[src/design/sorted_id_dedup_latest_macros.svh]
// Assertion macros for the sorted id dedup block.
// Included by the top level; needs no other file.
`ifndef SORTED_ID_DEDUP_LATEST_MACROS_SVH
`define SORTED_ID_DEDUP_LATEST_MACROS_SVH

// Same-cycle implication, checked outside reset.
`define SIDL_ASSERT_NOW(lbl, clk, rst, ante, cons, msg) \
   lbl: assert property (@(posedge clk) disable iff (rst) (ante) |-> (cons)) \
      else $error(msg);

// Next-cycle implication, checked outside reset.
`define SIDL_ASSERT_NEXT(lbl, clk, rst, ante, cons, msg) \
   lbl: assert property (@(posedge clk) disable iff (rst) (ante) |=> (cons)) \
      else $error(msg);

`endif

[src/design/sidl_pkg.sv]
// Shared types and constants for the sorted id dedup block.
// No dependencies; used by sidl_out_queue, sorted_id_dedup_latest and sidl_dedup_monitor.
`default_nettype none

package sidl_pkg;

   localparam int SIDL_QUEUE_DEPTH = 4;

   typedef struct packed {
      logic        has_item;
      logic [31:0] out_id;
      logic [31:0] out_stamp;
      logic [63:0] out_payload;
      logic        list_end;
   } rsp_type;

   // Up to two results per request, in order: first, then second.
   typedef struct packed {
      logic [1:0] num;
      rsp_type    first;
      rsp_type    second;
   } push_type;

   typedef struct packed {
      logic not_empty;
      logic room_for_two;
   } qstat_type;

endpackage

`default_nettype wire

[src/design/sorted_id_dedup_latest.sv]
// Sorted id dedup: keeps the newest entry of each run of equal document ids.
//
// Requests (req_*) carry one index entry each; entries with equal req_doc_id
// arrive adjacent. A request is taken on a clock edge with req_valid high and
// req_stall low. Results (rsp_*) leave the same way under rsp_valid/rsp_stall.
// A request yields no result (same run, or an invalid run closed), one result
// (valid run closed, or list end) or two (valid run closed by an entry marked
// last: the old run, then the end). The end result has rsp_list_end high;
// rsp_has_item low there means the final run was marked invalid and all item
// fields read zero. A result is queued when its request is taken and is
// offered after those ahead of it. Throughput: one request per cycle while
// results are drained at the same pace; a request with two results takes two
// queue slots. The output side is a small result queue, so a stalled receiver
// does not hold up requests until the queue has less than two free slots;
// req_stall then rises and stays high until the receiver drains it.
// Reset (synchronous): drops the held entry and empties the result queue.
`default_nettype none
`include "sorted_id_dedup_latest_macros.svh"

module sorted_id_dedup_latest #(
   parameter int QUEUE_DEPTH = sidl_pkg::SIDL_QUEUE_DEPTH
) (
   input  wire logic        clock,
   input  wire logic        reset,
   input  wire logic        req_valid,
   output logic             req_stall,
   input  wire logic [31:0] req_doc_id,
   input  wire logic [31:0] req_stamp,
   input  wire logic        req_is_invalid,
   input  wire logic [63:0] req_payload,
   input  wire logic        req_last_of_list,
   output logic             rsp_valid,
   input  wire logic        rsp_stall,
   output logic             rsp_has_item,
   output logic [31:0]      rsp_out_id,
   output logic [31:0]      rsp_out_stamp,
   output logic [63:0]      rsp_out_payload,
   output logic             rsp_list_end
);
   import sidl_pkg::*;

   logic        held_valid_ff, held_valid_in;
   logic [31:0] held_id_ff, held_id_in;
   logic [31:0] held_stamp_ff, held_stamp_in;
   logic        held_invalid_ff, held_invalid_in;
   logic [63:0] held_payload_ff, held_payload_in;

   logic      accept;
   logic      id_differs;
   logic      take_new;
   logic      emit_prev;
   rsp_type   prev_rsp;
   rsp_type   end_rsp;
   push_type  push;
   rsp_type   head;
   qstat_type stat;
   logic      pop;

   assign accept     = req_valid && !req_stall;
   assign id_differs = held_valid_ff && (req_doc_id != held_id_ff);
   // New run, or a strictly newer stamp within the run; ties keep the held one.
   assign take_new   = !held_valid_ff || id_differs || (held_stamp_ff < req_stamp);
   assign emit_prev  = id_differs && !held_invalid_ff;

   always_comb begin
      held_id_in      = take_new ? req_doc_id     : held_id_ff;
      held_stamp_in   = take_new ? req_stamp      : held_stamp_ff;
      held_invalid_in = take_new ? req_is_invalid : held_invalid_ff;
      held_payload_in = take_new ? req_payload    : held_payload_ff;
      held_valid_in   = !req_last_of_list;

      prev_rsp.has_item    = 1'b1;
      prev_rsp.out_id      = held_id_ff;
      prev_rsp.out_stamp   = held_stamp_ff;
      prev_rsp.out_payload = held_payload_ff;
      prev_rsp.list_end    = 1'b0;

      // End of list: the entry kept after this request, or an empty marker.
      end_rsp.has_item    = !held_invalid_in;
      end_rsp.out_id      = held_invalid_in ? '0 : held_id_in;
      end_rsp.out_stamp   = held_invalid_in ? '0 : held_stamp_in;
      end_rsp.out_payload = held_invalid_in ? '0 : held_payload_in;
      end_rsp.list_end    = 1'b1;

      push.first  = emit_prev ? prev_rsp : end_rsp;
      push.second = end_rsp;
      if (accept) begin
         push.num = 2'({1'b0, emit_prev} + {1'b0, req_last_of_list});
      end else begin
         push.num = 2'd0;
      end
   end

   always_ff @(posedge clock) begin
      if (reset) begin
         held_valid_ff <= 1'b0;
      end else if (accept) begin
         held_valid_ff <= held_valid_in;
      end
   end

   always_ff @(posedge clock) begin
      if (accept) begin
         held_id_ff      <= held_id_in;
         held_stamp_ff   <= held_stamp_in;
         held_invalid_ff <= held_invalid_in;
         held_payload_ff <= held_payload_in;
      end
   end

   sidl_out_queue #(
      .DEPTH (QUEUE_DEPTH)
   ) u_out_queue (
      .clock (clock),
      .reset (reset),
      .push  (push),
      .pop   (pop),
      .head  (head),
      .stat  (stat)
   );

   assign req_stall       = !stat.room_for_two;
   assign rsp_valid       = stat.not_empty;
   assign pop             = rsp_valid && !rsp_stall;
   assign rsp_has_item    = head.has_item;
   assign rsp_out_id      = head.out_id;
   assign rsp_out_stamp   = head.out_stamp;
   assign rsp_out_payload = head.out_payload;
   assign rsp_list_end    = head.list_end;

   `SIDL_ASSERT_NEXT(a_last_clears_held, clock, reset, accept && req_last_of_list, !held_valid_ff && rsp_valid, "list end did not clear held entry or queue a result")
   `SIDL_ASSERT_NEXT(a_new_run_loads, clock, reset, accept && !req_last_of_list && (!held_valid_ff || req_doc_id != held_id_ff), held_valid_ff && held_id_ff == $past(req_doc_id), "new run not loaded into held entry")
   `SIDL_ASSERT_NOW(a_two_need_room, clock, reset, push.num == 2'd2, stat.room_for_two && accept, "two results pushed without room")

endmodule

`default_nettype wire

[src/design/sidl_out_queue.sv]
// Result queue: takes up to two results a cycle, hands out one.
// Depends on sidl_pkg.
`default_nettype none

module sidl_out_queue #(
   parameter int DEPTH = sidl_pkg::SIDL_QUEUE_DEPTH
) (
   input  wire logic               clock,
   input  wire logic               reset,
   input  wire sidl_pkg::push_type push,
   input  wire logic               pop,
   output sidl_pkg::rsp_type       head,
   output sidl_pkg::qstat_type     stat
);
   import sidl_pkg::*;

   localparam int PW = $clog2(DEPTH);
   localparam int CW = $clog2(DEPTH + 1);

   rsp_type         entry_ff [DEPTH];
   logic [PW-1:0]   wr_ptr_ff, wr_ptr_in;
   logic [PW-1:0]   rd_ptr_ff, rd_ptr_in;
   logic [CW-1:0]   count_ff, count_in;

   function automatic logic [PW-1:0] ptr_add(input logic [PW-1:0] p, input logic [1:0] n);
      logic [PW:0] s;
      s = {1'b0, p} + (PW+1)'(n);
      if (s >= (PW+1)'(DEPTH)) begin
         s = s - (PW+1)'(DEPTH);
      end
      return s[PW-1:0];
   endfunction

   always_comb begin
      wr_ptr_in = ptr_add(wr_ptr_ff, push.num);
      rd_ptr_in = ptr_add(rd_ptr_ff, {1'b0, pop});
      count_in  = count_ff + CW'(push.num) - CW'(pop);
   end

   always_ff @(posedge clock) begin
      if (reset) begin
         wr_ptr_ff <= '0;
         rd_ptr_ff <= '0;
         count_ff  <= '0;
      end else begin
         wr_ptr_ff <= wr_ptr_in;
         rd_ptr_ff <= rd_ptr_in;
         count_ff  <= count_in;
      end
   end

   always_ff @(posedge clock) begin
      if (push.num != 2'd0) begin
         entry_ff[wr_ptr_ff] <= push.first;
      end
      if (push.num == 2'd2) begin
         entry_ff[ptr_add(wr_ptr_ff, 2'd1)] <= push.second;
      end
   end

   assign head              = entry_ff[rd_ptr_ff];
   assign stat.not_empty    = (count_ff != '0);
   assign stat.room_for_two = (count_ff <= CW'(DEPTH - 2));

endmodule

`default_nettype wire

[config.mk]
export PLATFORM = sky130hd
export DESIGN_NAME = sorted_id_dedup_latest
export DESIGN_NICKNAME = d
export VERILOG_FILES = /design/src/design/sidl_pkg.sv /design/src/design/sorted_id_dedup_latest.sv /design/src/design/sidl_out_queue.sv
export VERILOG_INCLUDE_DIRS = /design/src /design/src/design
export SDC_FILE = /design/constraint.sdc
export NUM_CORES = 1
export LEC_CHECK = 0
export BUFFER_PORTS_ARGS = -buffer_cell sky130_fd_sc_hd__clkbuf_2
export CAP_MARGIN = 20
export CORE_MARGIN = 4
export CORE_UTILIZATION = 65
export CTS_BUF_LIST = sky130_fd_sc_hd__clkbuf_8 sky130_fd_sc_hd__clkbuf_16
export DETAILED_ROUTE_END_ITERATION = 10
export MAX_ROUTING_LAYER = met4
export PLACE_DENSITY = 0.86
export SYNTH_ARGS = -nofsm -noshare
export SYNTH_HDL_FRONTEND = slang
export SYNTH_SLANG_ARGS = --single-unit
export TNS_END_PERCENT = 10
[constraint.sdc]
create_clock -name clock -period 21.5 [get_ports clock]
set_clock_uncertainty 0.15 [all_clocks]
set_input_delay 1.075 -clock clock [delete_from_list [all_inputs] [get_ports clock]]
set_output_delay 1.075 -clock clock [all_outputs]
set_load 0.05 [all_outputs]
==> impl_results.md <==
* Critical Path End Type: register
* Post-route minimum period at 7.41 ns
* Wire per inst at 29.1 µm
* Clock sink count at 657
* I/O pins at 266
* Iteration-0 DRC Markers at 3691
* Max-cap violations at 0
* Routed vias at 23500
* Startpoint Class: input port
* Hold_ws at 0.366 ns
* Die Footprint at 0.0539 mm²
* Clock buffer depth at 3
* Worst VDD drop at 0.0839 mV
* Post-Route Utilization at 0.739
* Area leader, netlist: edfxtp_1
* Routed Antenna Nets at 0
* Delay-heaviest family, CP: buffers and inverters
* Final period utilization at 0.345
* Synth unique cells at 52
* Mux share of post-synthesis cell area at 0.123
* LEAKAGE at 12.2 nW
* Gr usage total at 0.342
* Synth warn at 0
* Logic pwr share at 0.293
* Nets@finish at 2577
* # hold bufs at CTS at 0
* Crit path buf inv count at 3
* Largest net degree at the start of global routing at 98
* Gpl congestion at 0.838
* Synth top area share at 0.593
* Status: complete, no violations
* Initial antenna violation count at 15
* Asr flop ratio synth at 0
* Reg2Reg Setup Slack at 14.24 ns
* Sequential cell fraction of total power at 0.420
* Int Pwr at 2.54 mW
* Cells along the critical path: clkbuf_2 > xnor2_1 > nand4_1 > nor4_1 > a21bo_4 > clkinv_2 > ha_1 > or2_2 > nor3_1 > a21o_4 > buf_4
* RSZ-0062 raised after global routing: no
* Root Buffer: clkbuf_16
* Setup tns final at 0 ns
* Largest family of logic cells by synthesized area: compound AO/OA/AOI/OAI gates
* Post-synthesis cell area at 0.0327 mm²
* Worst EP arrival at 7.47 ns
* Layout cells sized above 1 at 0.264
* CP max-delay cell: buf_4
* Final hold violation count at 0
* Dpl cell area at 0.0342 mm²
* Initial Util at 0.662
* Max Clk Rate at 135 MHz
* Global-route wire length before repair at 138000 µm
* First-pass DRT Iterations at 6
* Req. time, crit path at 21.56 ns
* Post-Synth Adder-Cell Area at 0.0148
* Port Buffers at 265
* Worst slew margin at 0.184
* CTS tree: done
* Syn Area/Cell at 14.3 µm²
* Area Growth Syn to Fin at 11.6%
* Crit Path Class: in2reg
* Overall routed net length at 91200 µm
* Most common cell after layout, fill and taps aside: edfxtp_1
* Seq/Total Area, Yosys at 0.600
* Post-synth EDFFs at 645
* H-tree depth at 3
* Register bit count reported by yosys at 657
* Switching pwr at 1.42 mW
* Detailed Place HPWL at 48300 µm
* Clock slew at reported path FFs at 0.06 ns
* Max Slew Vio Count at 0
* Worst slew pin tran at 1.22 ns
* Clk_lat worst skew at 0.60 ns
* Syn Nets at 2455
* Simple-Gate Fraction of Synth Area at 0.0229
* Ys flop type: edfxtp_1
* Clock Power Share at 0.286
* Post-CTS setup buffers at 0
* Gr ovfl total at 0
* Die height at 232 µm
* Final Power at 3.95 mW
* Hold Crit Class: reg2reg
* Top post-synthesis cells by area: edfxtp_1 59%, mux4_2 9.0%, o2bb2ai_1 5.1%
* Site Rows at 81
* Num CTS Buffers at 69
* Final setup violating endpoints at 0
* Post-DR vias/cell at 7.51
* Most frequent cells in the layout: 645 x edfxtp_1, 265 x clkbuf_2, 202 x o21ai_0
* Die width at 232 µm
* Compound-gate portion of the synthesized area at 0.194
* Crit path max fanout at 66
* Vias in the first global route at 23400
* Synth Area in XOR/XNOR at 0.00992
* Final instance area at 0.0365 mm²
* Sw Share at 0.358
* # DRC at 0
* CTS resizes at 0
* Total core area at 0.0494 mm²
* Largest stage delay, worst path at 1.00 ns
* Gate Count Post-Synth at 2283
* P per Cell Area at 108 mW/mm²
[metrics by stage]
step                      cells  setup WS [ns]
final                      3135          14.09
after CTS                  3114          14.27
after global routing       3132          13.90
after floorplan            2283          12.29
after detailed placement   2995          13.66
after global placement     2995          13.81
[synthesized netlist by cell type (all sizes together), types with 20 or more instances]
cell	number
edfxtp	645
mux2	96
a22o	126
mux4	130
xnor2	36
o21ai	202
a22oi	96
clkbuf	191
ha	37
buf	61
o2bb2ai	192
inv	43
nand2	111
a21oi	20
o22ai	98
a221oi	97
[worst min-delay path, cell delays in order (launching register included)]
cell,delay [ns]
dfxtp_1,0.31
nor2_1,0.09
o21ai_0,0.07
[flip-flops by register name (all words and copies together), names as in the netlist]
register and count:
held_valid_ff 1, u_out_queue.count_ff 3, held_invalid_ff 1, u_out_queue.wr_ptr_ff 2
u_out_queue.entry_ff 520, u_out_queue.rd_ptr_ff 2, held_payload_ff 64, held_stamp_ff 32
held_id_ff 32
[path summary, 6_finish.rpt]
| check | start | endpoint | cells past startpoint |
|---|---|---|---|
| max | req_doc_id[21] | u_out_queue.entry_ff[0][82] | 11 |
| min | u_out_queue.entry_ff[2][0] | u_out_queue.entry_ff[2][0] | 2 |
| max reg2reg | held_id_ff[21] | u_out_queue.entry_ff[0][82] | 10 |
| min reg2reg | u_out_queue.entry_ff[2][0] | u_out_queue.entry_ff[2][0] | 2 |
[kinds of logic after synthesis]
kind of cell	count (synthesis)
muxes	226
and+or+nand+nor	172
adders and majority gates	38
AOI/OAI and AO/OA	858
buffers and inverters	295
DFF	657
xor gates and xnor gates	37
[layout make-up]
| class | count | area [µm²] |
|---|---|---|
| Antenna cell | 18 | 45.0 |
| Inverter | 43 | 163 |
| Multi-Input combinational cell | 1331 | 12000 |
| Tap cell | 664 | 831 |
| Clock buffer | 73 | 1830 |
| Clock inverter | 46 | 274 |
| Timing Repair Buffer | 303 | 1660 |
| Sequential cell | 657 | 19600 |
| Fill cell | 2997 | 12900 |
[power groups by stage]
stage | sequential, mW | combinational [mW] | clock (mW)
after detailed placement | 1.68 | 1.14 | 0
after global placement | 1.67 | 1.13 | 0
after floorplan | 1.64 | 0.873 | 0
after global routing | 1.68 | 1.21 | 1.19
after CTS | 1.66 | 1.15 | 1.13
final | 1.66 | 1.16 | 1.13
[layer usage]
layer | vias up | global-route usage | routed length [µm]
li1 | 9751 | - | -
met1 | 11600 | 0.436 | 31700
met2 | 1922 | 0.530 | 43900
met3 | 313 | 0.0801 | 11600
met4 | 0 | 0.157 | 3960
met5 | - | - | 0
No activity file was read; power rests on OpenSTA's default activity.
